$ cat src/depq_pkg.sv
package depq_pkg;

  localparam int unsigned CAPACITY    = 256;
  localparam int unsigned VAL_W       = 32;
  localparam int unsigned ENTRY_W     = 9;
  localparam int unsigned CNT_W       = $clog2(CAPACITY + 1);
  localparam int unsigned GROUP_SIZE  = 16;
  localparam int unsigned NUM_GROUPS  = (CAPACITY + GROUP_SIZE - 1) / GROUP_SIZE;

  typedef enum logic [1:0] {
    REQ_INSERT  = 2'd0,
    REQ_POP_MAX = 2'd1,
    REQ_POP_MIN = 2'd2,
    REQ_CLEAR   = 2'd3
  } req_e;

  typedef enum logic [2:0] {
    CELL_HOLD,
    CELL_INSERT,
    CELL_POP_MAX,
    CELL_POP_MIN,
    CELL_CLEAR
  } cell_op_e;

  typedef enum logic [1:0] {
    ST_IDLE,
    ST_TREE,
    ST_OUT
  } state_e;

  // broadcast to every cell
  typedef struct packed {
    cell_op_e                 op;
    logic signed [VAL_W-1:0]  ins_val;
  } cell_ctrl_t;

  // what a cell shows its neighbours
  typedef struct packed {
    logic                     vld;
    logic                     go;   // new value lands here or further left
    logic signed [VAL_W-1:0]  val;
  } nbr_t;

endpackage

$ cat src/depq_cell.sv
module depq_cell (
  input  logic                 clk_i,
  input  logic                 rst_ni,
  input  depq_pkg::cell_ctrl_t ctrl_i,
  input  depq_pkg::nbr_t       left_i,
  input  depq_pkg::nbr_t       right_i,
  output depq_pkg::nbr_t       self_o,
  output logic [depq_pkg::VAL_W-1:0] tap_o
);

  logic                              vld_q, vld_d;
  logic signed [depq_pkg::VAL_W-1:0] val_q, val_d;
  logic                              go;

  assign go = !vld_q || (ctrl_i.ins_val < val_q);

  always_comb begin
    vld_d = vld_q;
    val_d = val_q;
    case (ctrl_i.op)
      depq_pkg::CELL_INSERT: begin
        if (go) begin
          val_d = left_i.go ? left_i.val : ctrl_i.ins_val;
          vld_d = vld_q | left_i.vld;
        end
      end
      depq_pkg::CELL_POP_MAX: vld_d = vld_q & right_i.vld;
      depq_pkg::CELL_POP_MIN: begin
        val_d = right_i.val;
        vld_d = right_i.vld;
      end
      depq_pkg::CELL_CLEAR: vld_d = 1'b0;
      default: ;
    endcase
  end

  always_ff @(posedge clk_i or negedge rst_ni) begin
    if (!rst_ni) begin
      vld_q <= 1'b0;
    end else begin
      vld_q <= vld_d;
    end
  end

  always_ff @(posedge clk_i) begin
    val_q <= val_d;
  end

  assign self_o = '{vld: vld_q, go: go, val: val_q};
  // only the topmost valid cell contributes to the max reduction
  assign tap_o  = (vld_q && !right_i.vld) ? val_q : '0;

endmodule

$ cat config.mk
export PLATFORM = sky130hd
export DESIGN_NAME = depq_cell
export DESIGN_NICKNAME = d
export VERILOG_FILES = /design/src/depq_pkg.sv /design/src/depq_cell.sv
export SDC_FILE = /design/constraint.sdc
export NUM_CORES = 1
export LEC_CHECK = 0
export BUFFER_PORTS_ARGS = -buffer_cell sky130_fd_sc_hd__buf_2
export CORE_MARGIN = 2
export CORE_UTILIZATION = 26
export CTS_BUF_LIST = sky130_fd_sc_hd__clkbuf_4 sky130_fd_sc_hd__clkbuf_8 sky130_fd_sc_hd__clkbuf_16
export CTS_CLUSTER_DIAMETER = 200
export CTS_CLUSTER_SIZE = 24
export DETAILED_ROUTE_END_ITERATION = 12
export PLACE_DENSITY_LB_ADDON = 0.12
export SLEW_MARGIN = 20
export SYNTH_ARGS = -nofsm -noshare
export SYNTH_HDL_FRONTEND = slang
export SYNTH_SLANG_ARGS = --single-unit
$ cat constraint.sdc
create_clock -name clk_i -period 4.8 [get_ports clk_i]
set_input_delay 0.48 -clock clk_i [delete_from_list [all_inputs] [get_ports clk_i]]
set_output_delay 0.48 -clock clk_i [all_outputs]
set_load 0.1 [all_outputs]
==> results of run 1 <==
## power groups by stage
stage	clock [mW]	sequential, mW	combinational, mW
detailed placement	0	0.358	0.489
finish	0.213	0.351	0.485
floorplan	0	0.474	0.259
CTS	0.225	0.351	0.491
global route	0.234	0.354	0.520
global placement	0	0.357	0.487
## metrics by stage
stage	utilization (%)	setup WS (ns)	power, mW	hold WS, ns
after floorplan	-	0.476	0.733	0.184
after global placement	36.0	1.40	0.844	0.257
after detailed placement	36.0	1.35	0.847	0.259
after CTS	36.9	1.51	1.07	0.436
after global routing	36.9	1.33	1.11	0.449
final	36.9	1.58	1.05	0.448
## cell families after synthesis
kind of cell | after synthesis | share of synthesized area (%)
AND/OR/NAND/NOR | 96 | 17.2
buffers and inverters | 53 | 7.63
AO/OA/AOI/OAI | 62 | 13.8
flip-flops | 33 | 35.8
adder cells (fa/ha/maj) | 31 | 14.1
multiplexers | 32 | 11.6
## critical path, stage by stage (launching register included)
cell	delay [ns]
edfxtp_1	0.40
inv_1	0.10
ha_1	0.28
and4_1	0.23
a221oi_1	0.28
o21ai_1	0.16
o2111ai_1	0.13
o311ai_1	0.21
a21oi_4	0.77
buf_4	0.34
## worst paths after layout
check                           start   endpoint  slack, ns  cells after the start
hold reg to reg                 vld_q      vld_q       0.74                      3
setup reg to reg            val_q[31]  val_q[27]       1.58                      9
min in group asynchronous      rst_ni      vld_q       0.51                      2
max in group asynchronous      rst_ni      vld_q       4.20                      2
setup / recovery            val_q[31]  val_q[27]       1.58                      9
hold / removal             ctrl_i[34]      vld_q       0.45                      2
## layer usage
layer	share of wire, %	track usage (%)
met1	45	18.6
met2	47	26.2
met3	7.0	3.47
met4	0.61	3.06
met5	0	0
## placed cells by master (no fill, tap or decap), types with 2 or more instances in the layout
| master | n |
|---|---|
| nor3_1 | 35 |
| nand4_1 | 6 |
| o41ai_2 | 2 |
| and4_1 | 2 |
| clkinv_1 | 2 |
| nand2b_1 | 2 |
| inv_1 | 33 |
| ha_1 | 31 |
| clkbuf_8 | 5 |
| nor2_1 | 36 |
| edfxtp_1 | 32 |
| a21o_1 | 2 |
| mux2i_1 | 32 |
| nor2b_1 | 2 |
| buf_2 | 169 |
| nand3_1 | 3 |
| a21oi_1 | 37 |
| nand2_1 | 4 |
| o21ai_0 | 7 |
| buf_4 | 2 |
## sequential cells by signal (all words and copies together), names as in the netlist
name,cells
val_q,32
vld_q,1
## timing repair
action / 4_1_cts / 5_1_grt
hold endpoints to repair: 1 / 0
hold buffers: 1 / 0
setup buffers: 0 / 0
## layout make-up
cell class | count | area [µm²] | share of cell area (%)
Multi-Input combinational cell | 221 | 1570 | 41.3
Sequential cell | 33 | 986 | 25.9
Timing Repair Buffer | 172 | 871 | 22.9
Tap cell | 136 | 170 | 4.47
Inverter | 34 | 128 | 3.35
Clock buffer | 5 | 68.8 | 1.81
Clock inverter | 3 | 12.5 | 0.328
==> flow_metrics.env, run 1 <==
export IMPL_relSlewSlack_pct=33.0
export IMPL_drtAntennaViolNets=0
export IMPL_p_per_area_mw_per_mm2=275
export IMPL_remaining_drc_errors=0
export IMPL_critPathKind="reg -> reg"
export IMPL_grt_ovfl_total=0
export IMPL_synthesis_nets=443
export IMPL_instances_no_fill=604
export IMPL_rsz0062_at_grt="false"
export IMPL_ys_warn_count=0
export IMPL_grt_max_degree=41
export IMPL_rows=37
export IMPL_nNetsFinal=603
export IMPL_p_seq_share_pct=33.5
export IMPL_run_status="completed"
export IMPL_vias=2825
export IMPL_grt_pass1_vias=2775
export IMPL_tritoncts="built"
export IMPL_syn_avg_cell_area_um2=8.98
export IMPL_core_area_mm2=0.0103
export IMPL_max_freq_ghz=0.311
export IMPL_clk_pin_slew_worst_paths_ns=0.08
export IMPL_crit_required_ns=4.79
export IMPL_cts_path_max_buffers=2
export IMPL_fin_setup_tns_ns=0
export IMPL_synthCells=307
export IMPL_synthArstFlopShare_pct=3.03
export IMPL_skew_ns=0.00406
export IMPL_gp_congestion=0.759
export IMPL_hpwlAfterDp_um=6770
export IMPL_placed_area_mm2=0.00372
export IMPL_grt_pass1_wl_um=13400
export IMPL_end_kind="flip-flop"
export IMPL_p_leak_nw=1.95
export IMPL_maxSlewViolCount=0
export IMPL_placed_cells=595
export IMPL_layout_drive_gt1_share_pct=39.5
export IMPL_numCtsBuffers=5
export IMPL_die_w_um=107
export IMPL_hold_class="in -> reg"
export IMPL_finalHoldViolations=0
export IMPL_synth_common_cells="a21oi_1 (38), nor2_1 (36), nor3_1 (35), inv_1 (34)"
export IMPL_syn_to_final_growth_pct=38.2
export IMPL_wl_per_cell_um=14.4
export IMPL_synth_top_cell_by_area="edfxtp_1"
export IMPL_power_frac_comb_pct=46.2
export IMPL_internal_power_mw=0.555
export IMPL_power_share_clock_pct=20.3
export IMPL_vias_per_cell=4.68
export IMPL_synth_distinct_cells=38
export IMPL_ios=171
export IMPL_clkLatencyLatePin_ns=0.29
export IMPL_antenna_found_initial=0
export IMPL_netlist_area_leader_share_pct=34.9
export IMPL_nFillCells=1126
export IMPL_max_cap_viol_count=0
export IMPL_cts_root_buf="clkbuf_8"
export IMPL_synthFlopType="edfxtp_1"
export IMPL_die_h_um=107
export IMPL_worst_slew_pin_slew_ns=1.00
export IMPL_grt_use_total_pct=14.9
export IMPL_initial_core_util_pct=26.7
export IMPL_arrival_ns=3.21
export IMPL_switching_share_pct=47.1
export IMPL_layout_min_cycle_time_ns=3.22
export IMPL_fin_crit_sh_pct=67.0
export IMPL_firstDrtPassIters=6
export IMPL_ir_drop_uv=115
export IMPL_crit_path_max_fanout=23
export IMPL_synth_most_common_cell="a21oi_1"
export IMPL_antenna_cells=0
export IMPL_synth_seq_cells=33
export IMPL_routed_wl_um=8680
export IMPL_dr_first_iter_drc_count=82
export IMPL_start_kind="flip-flop"
export IMPL_cts_resized=0
export IMPL_synth_edf_count=32
export IMPL_final_area_mm2=0.00381
export IMPL_ys_seq_area_share_pct=35.8
export IMPL_clock_sinks=33
export IMPL_synth_area_mm2=0.00276
export IMPL_h_tree_depth=2
export IMPL_synth_area_leaders="edfxtp_1 (35%), ha_1 (14%), mux2i_1 (12%), a21oi_1 (6.9%), nor3_1 (6.4%)"
export IMPL_die_area_mm2=0.0114
export IMPL_power_switching_mw=0.494
export IMPL_setup_viol=0
export IMPL_portBuffers=169
Note: power is estimated with default switching activity, not from simulation.
==> run 2: changes to the inputs <==
==> constraint.sdc (replaced) <==
create_clock -name clk_i -period 3.4 [get_ports clk_i]
set_input_delay 0.34 -clock clk_i [delete_from_list [all_inputs] [get_ports clk_i]]
set_output_delay 0.34 -clock clk_i [all_outputs]
set_load 0.1 [all_outputs]
==> run 2 against run 1 <==
  * Register-to-register slack worse by 0.91 ns
  * Via count down 1.5%
  * Cell count is 0.33% higher
  * Flip-flop and latch count unchanged
  * First-iteration DRC count increased by 12%
  * Sequential share of layout area down 1.2 points
  * Power up 45%
  * Combinational power rose by 46%
  * Routed wire length about the same
  * Clock-buffer cell count grew 3
  * Critical path depth unchanged
  * Final area rose by 4.9%
==> flow_metrics.env, run 2 (synthesized netlist as in run 1, its figures left out) <==
export IMPL_run_status="completed"
export IMPL_power_share_clock_pct=20.9
export IMPL_finalHoldViolations=0
export IMPL_cts_resized=0
export IMPL_initial_core_util_pct=26.7
export IMPL_grt_pass1_vias=2712
export IMPL_grt_pass1_wl_um=13500
export IMPL_drtAntennaViolNets=0
export IMPL_antenna_found_initial=1
export IMPL_r2r_cells=9
export IMPL_fin_crit_sh_pct=88.8
export IMPL_vias_per_cell=4.59
export IMPL_largestRegisters="val_q: 32 flops, vld_q: 1 flops"
export IMPL_dr_first_iter_drc_count=92
export IMPL_gp_congestion=0.717
export IMPL_max_cap_viol_count=0
export IMPL_multi_input_area_mm2=0.00173
export IMPL_die_h_um=107
export IMPL_grt_ovfl_total=0
export IMPL_postCtsSetupBuffers=0
export IMPL_clk_pin_slew_worst_paths_ns=0.07
export IMPL_firstDrtPassIters=4
export IMPL_end_kind="primary output"
export IMPL_ios=171
export IMPL_start_kind="flip-flop"
export IMPL_syn_to_final_growth_pct=44.9
export IMPL_path_buf_inv=2
export IMPL_tritoncts="built"
export IMPL_routed_wl_um=8670
export IMPL_cts_path_max_buffers=2
export IMPL_worst_slew_pin_slew_ns=1.02
export IMPL_layout_drive_gt1_share_pct=47.0
export IMPL_grt_use_total_pct=15.0
export IMPL_clkLatencyLatePin_ns=0.28
export IMPL_numCtsBuffers=5
export IMPL_internal_power_mw=0.824
export IMPL_hold_class="in -> reg"
export IMPL_relSlewSlack_pct=32.2
export IMPL_place_ws_ns=0.555
export IMPL_wl_per_cell_um=14.3
export IMPL_p_leak_nw=1.99
export IMPL_antenna_cells=0
export IMPL_regMostFlops="val_q"
export IMPL_layout_min_cycle_time_ns=3.02
export IMPL_hpwlAfterDp_um=6870
export IMPL_vias=2783
export IMPL_power_frac_comb_pct=46.6
export IMPL_maxSlewViolCount=0
export IMPL_crit_required_ns=3.06
export IMPL_rsz0062_at_grt="false"
export IMPL_die_area_mm2=0.0114
export IMPL_layout_common_cells="buf_2 (169), a21oi_1 (37), nor2_1 (36)"
export IMPL_critPathMaxStageDelay_ns=0.44
export IMPL_skew_ns=0.00641
export IMPL_crit_cells=9
export IMPL_core_area_mm2=0.0103
export IMPL_total_power_mw=1.52
export IMPL_setup_viol=0
export IMPL_portBuffers=169
export IMPL_switching_share_pct=45.9
export IMPL_arrival_ns=2.68
export IMPL_ff_latch_area_um2=986
export IMPL_h_tree_depth=2
export IMPL_crit_chain="inv_1 -> ha_1 -> a211oi_1 -> o22ai_1 -> o41ai_2 -> or3_1 -> o311ai_1 -> nor2_1 -> buf_2"
export IMPL_clock_sinks=33
export IMPL_grt_max_degree=46
export IMPL_setup_slack_ns=0.382
export IMPL_nFillCells=1104
export IMPL_whs_path_depth=2
export IMPL_p_per_area_mw_per_mm2=381
export IMPL_fin_setup_tns_ns=0
export IMPL_power_switching_mw=0.700
export IMPL_remaining_drc_errors=0
export IMPL_crit_slowest_cell="buf_2"
export IMPL_p_seq_share_pct=32.5
export IMPL_die_w_um=107
export IMPL_crit_path_max_fanout=3
export IMPL_crit_family="compound AO/OA/AOI/OAI gates"
export IMPL_largest_reg_flops=32
export IMPL_max_freq_ghz=0.331
export IMPL_ir_drop_uv=151
export IMPL_nNetsFinal=605
export IMPL_rows=37
export IMPL_layout_commonest_cell="buf_2"
export IMPL_critPathKind="reg -> out"
export IMPL_cts_root_buf="clkbuf_8"
==> run 2: repair_timing <==
action | in CTS | in global routing
endpoints found under the setup margin | 0 | 0
hold buffers | 1 | 0
endpoints found under the hold margin | 1 | 0
==> run 2: through the flow <==
step	util, %	cells	area [µm²]	hold slack (ns)
after floorplan	-	307	2930	0.0444
after global placement	37.7	597	3890	0.117
after detailed placement	37.7	597	3890	0.121
after CTS	38.7	606	4000	0.313
after global routing	38.7	606	4000	0.331
final	38.7	606	4000	0.323
==> run 2: worst paths after layout <==
check | from | slack (ns) | to
max in group asynchronous | rst_ni | 2.93 | vld_q
hold reg to reg | vld_q | 0.78 | vld_q
min in group asynchronous | rst_ni | 0.38 | vld_q
setup reg to reg | val_q[17] | 0.67 | val_q[24]
hold / removal | ctrl_i[34] | 0.32 | vld_q
setup / recovery | val_q[17] | 0.38 | self_o[32]
==> run 2: area by class of cell <==
type                       count  share of cell area (%)
timing repair buffer         174                    22.2
multi-input combinational    221                    43.4
sequential                    33                    24.7
clock buffer                   8                    2.29
inverter                      34                    3.19
tap                          136                    4.26
==> run 2: layer usage <==
metal / track usage [%] / vias up / part of all wire [%] / wire (µm)
met1: 19.3 / 1238 / 45 / 3860
met3: 4.13 / 6 / 7.7 / 667
met4: 3.06 / 2 / 0.68 / 59
met2: 25.3 / 100 / 47 / 4070
li1: - / 1437 / - / -
met5: 0 / - / 0.18 / 16
==> run 2: power by group through the flow <==
stage | sequential (mW) | clock, mW | combinational (mW)
after floorplan | 0.667 | 0 | 0.389
after global placement | 0.504 | 0 | 0.712
after detailed placement | 0.505 | 0 | 0.717
after CTS | 0.496 | 0.338 | 0.719
after global routing | 0.499 | 0.348 | 0.762
final | 0.496 | 0.318 | 0.710
==> run 3: changes to the inputs <==
--- a/config.mk
+++ b/config.mk
@@ -12,6 +12,7 @@
 export CTS_CLUSTER_DIAMETER = 200
 export CTS_CLUSTER_SIZE = 24
 export DETAILED_ROUTE_END_ITERATION = 12
+export HOLD_SLACK_MARGIN = 0.06
 export PLACE_DENSITY_LB_ADDON = 0.12
 export SLEW_MARGIN = 20
 export SYNTH_ARGS = -nofsm -noshare
==> constraint.sdc (replaced) <==
create_clock -name clk_i -period 3.7 [get_ports clk_i]
set_input_delay 0.37 -clock clk_i [delete_from_list [all_inputs] [get_ports clk_i]]
set_output_delay 0.37 -clock clk_i [all_outputs]
set_load 0.1 [all_outputs]
==> run 3 against run 2 <==
  * First-iteration DRC count decreased by 12%
  * Via count increased by 0.50%
  * Critical endpoint unchanged
  * Clock-buffer cell count unchanged
  * Sequential share of layout area grew 0.91 points
  * Clock power is 6.6% lower
  * Final area down 3.6%
  * Routed wire length grew 0.45%
  * Clock skew hardly changed
==> flow_metrics.env, run 3 (synthesized netlist as in run 1, its figures left out) <==
export IMPL_final_area_mm2=0.00385
export IMPL_core_area_mm2=0.0103
export IMPL_vias_per_cell=4.62
export IMPL_drtAntennaViolNets=0
export IMPL_r2r_cells=9
export IMPL_place_ws_ns=0.818
export IMPL_ios=171
export IMPL_busiest_layer="met2"
export IMPL_wl_per_cell_um=14.4
export IMPL_largest_reg_flops=32
export IMPL_p_leak_nw=1.97
export IMPL_finalHoldViolations=0
export IMPL_dr_first_iter_drc_count=81
export IMPL_postCtsSetupBuffers=0
export IMPL_layout_common_cells="buf_2 (169), a21oi_1 (37), nor2_1 (36)"
export IMPL_setup_viol=0
export IMPL_hold_class="in -> reg"
export IMPL_met2_usage_pct=26.8
export IMPL_layout_min_cycle_time_ns=2.98
export IMPL_cts_resized=0
export IMPL_fin_setup_tns_ns=0
export IMPL_relSlewSlack_pct=30.7
export IMPL_arrival_ns=2.61
export IMPL_skew_ns=0.00663
export IMPL_cts_root_buf="clkbuf_8"
export IMPL_clock_sinks=33
export IMPL_regMostFlops="val_q"
export IMPL_total_power_mw=1.39
export IMPL_start_kind="flip-flop"
export IMPL_use_met1_pct=17.8
export IMPL_r2r_end="val_q[29]"
export IMPL_grt_ovfl_total=0
export IMPL_internal_power_mw=0.753
export IMPL_worst_slew_pin_slew_ns=1.04
export IMPL_whs_path_depth=2
export IMPL_hpwlAfterDp_um=6810
export IMPL_layout_drive_gt1_share_pct=40.0
export IMPL_critPathKind="reg -> out"
export IMPL_reg2reg_from="val_q[17]"
export IMPL_path_buf_inv=2
export IMPL_power_share_clock_pct=21.4
export IMPL_maxSlewViolCount=0
export IMPL_grt_pass1_wl_um=13300
export IMPL_h_tree_depth=2
export IMPL_max_cap_viol_count=0
export IMPL_firstDrtPassIters=4
export IMPL_end_kind="primary output"
export IMPL_setup_slack_ns=0.722
export IMPL_layout_commonest_cell="buf_2"
export IMPL_die_area_mm2=0.0114
export IMPL_clkLatencyLatePin_ns=0.28
export IMPL_vias=2797
export IMPL_crit_required_ns=3.33
export IMPL_crit_family="compound AO/OA/AOI/OAI gates"
export IMPL_hold_end="vld_q"
export IMPL_grt_pass1_vias=2717
export IMPL_crit_slowest_cell="buf_2"
export IMPL_die_h_um=107
export IMPL_power_frac_comb_pct=45.8
export IMPL_rows=37
export IMPL_final_util_pct=37.3
export IMPL_grt_max_degree=63
export IMPL_die_w_um=107
export IMPL_fin_crit_sh_pct=80.5
export IMPL_cts_path_max_buffers=2
export IMPL_p_per_area_mw_per_mm2=360
export IMPL_gp_congestion=0.724
export IMPL_largestRegisters="val_q: 32 flops, vld_q: 1 flops"
export IMPL_tritoncts="built"
export IMPL_numCtsBuffers=5
export IMPL_switching_share_pct=45.7
export IMPL_p_seq_share_pct=32.8
export IMPL_hold_start="ctrl_i[34]"
export IMPL_rsz0062_at_grt="false"
export IMPL_initial_core_util_pct=26.7
export IMPL_max_freq_ghz=0.336
export IMPL_placed_area_mm2=0.00375
export IMPL_antenna_cells=0
export IMPL_remaining_drc_errors=0
export IMPL_run_status="completed"
export IMPL_timing_hold_ws_ns=0.352
export IMPL_grt_use_total_pct=14.9
export IMPL_crit_chain="inv_1 -> ha_1 -> a211oi_1 -> o22ai_1 -> o41ai_2 -> or3_1 -> o311ai_1 -> nor2_1 -> buf_2"
export IMPL_crit_cells=9
export IMPL_clk_pin_slew_worst_paths_ns=0.07
export IMPL_antenna_found_initial=0
export IMPL_ir_drop_uv=139
export IMPL_instances_no_fill=606
export IMPL_routed_wl_um=8710
export IMPL_placed_cells=597
export IMPL_nNetsFinal=605
export IMPL_critPathMaxStageDelay_ns=0.44
export IMPL_use_met3_pct=4.26
export IMPL_portBuffers=169
export IMPL_power_switching_mw=0.634
export IMPL_crit_path_max_fanout=3
export IMPL_syn_to_final_growth_pct=39.8
export IMPL_r2r_slack_ns=0.99
==> run 3: cell counts in the layout (fill, tap and decap cells not counted) <==
Identical to the previous run, type by type.
==> run 3: power groups by stage <==
stage | clock, mW | combinational [mW] | sequential [mW]
finish | 0.297 | 0.635 | 0.455
global route | 0.326 | 0.679 | 0.459
CTS | 0.313 | 0.643 | 0.455
detailed placement | 0 | 0.640 | 0.464
global placement | 0 | 0.638 | 0.463
floorplan | 0 | 0.337 | 0.614
==> run 3: layer usage <==
layer	vias up	part of all wire, %
met5	-	0
met4	0	0
met3	0	7.9
met2	104	48
met1	1258	44
li1	1435	-
==> run 3: what timing repair did <==
item | 4_1_cts | 5_1_grt
hold buffers | 1 | 0
endpoints found under the setup margin | 0 | 0
hold endpoints to repair | 1 | 0
==> run 3: worst max path at each step <==
stage,start,endpoint,slack [ns]
floorplan,val_q[0],tap_o[0],0.04
global placement,ctrl_i[31],val_q[13],0.86
detailed placement,ctrl_i[31],val_q[14],0.82
CTS,val_q[31],self_o[32],0.65
global route,val_q[31],self_o[32],0.45
finish,val_q[17],self_o[32],0.72
==> run 3: cell type report <==
type | instances | area [µm²]
flip-flops and latches | 33 | 986
multi-input cells | 221 | 1580
fillers | 1100 | 6470
clock buffers | 8 | 91.3
inverters | 34 | 128
repair buffers | 174 | 898
well taps | 136 | 170
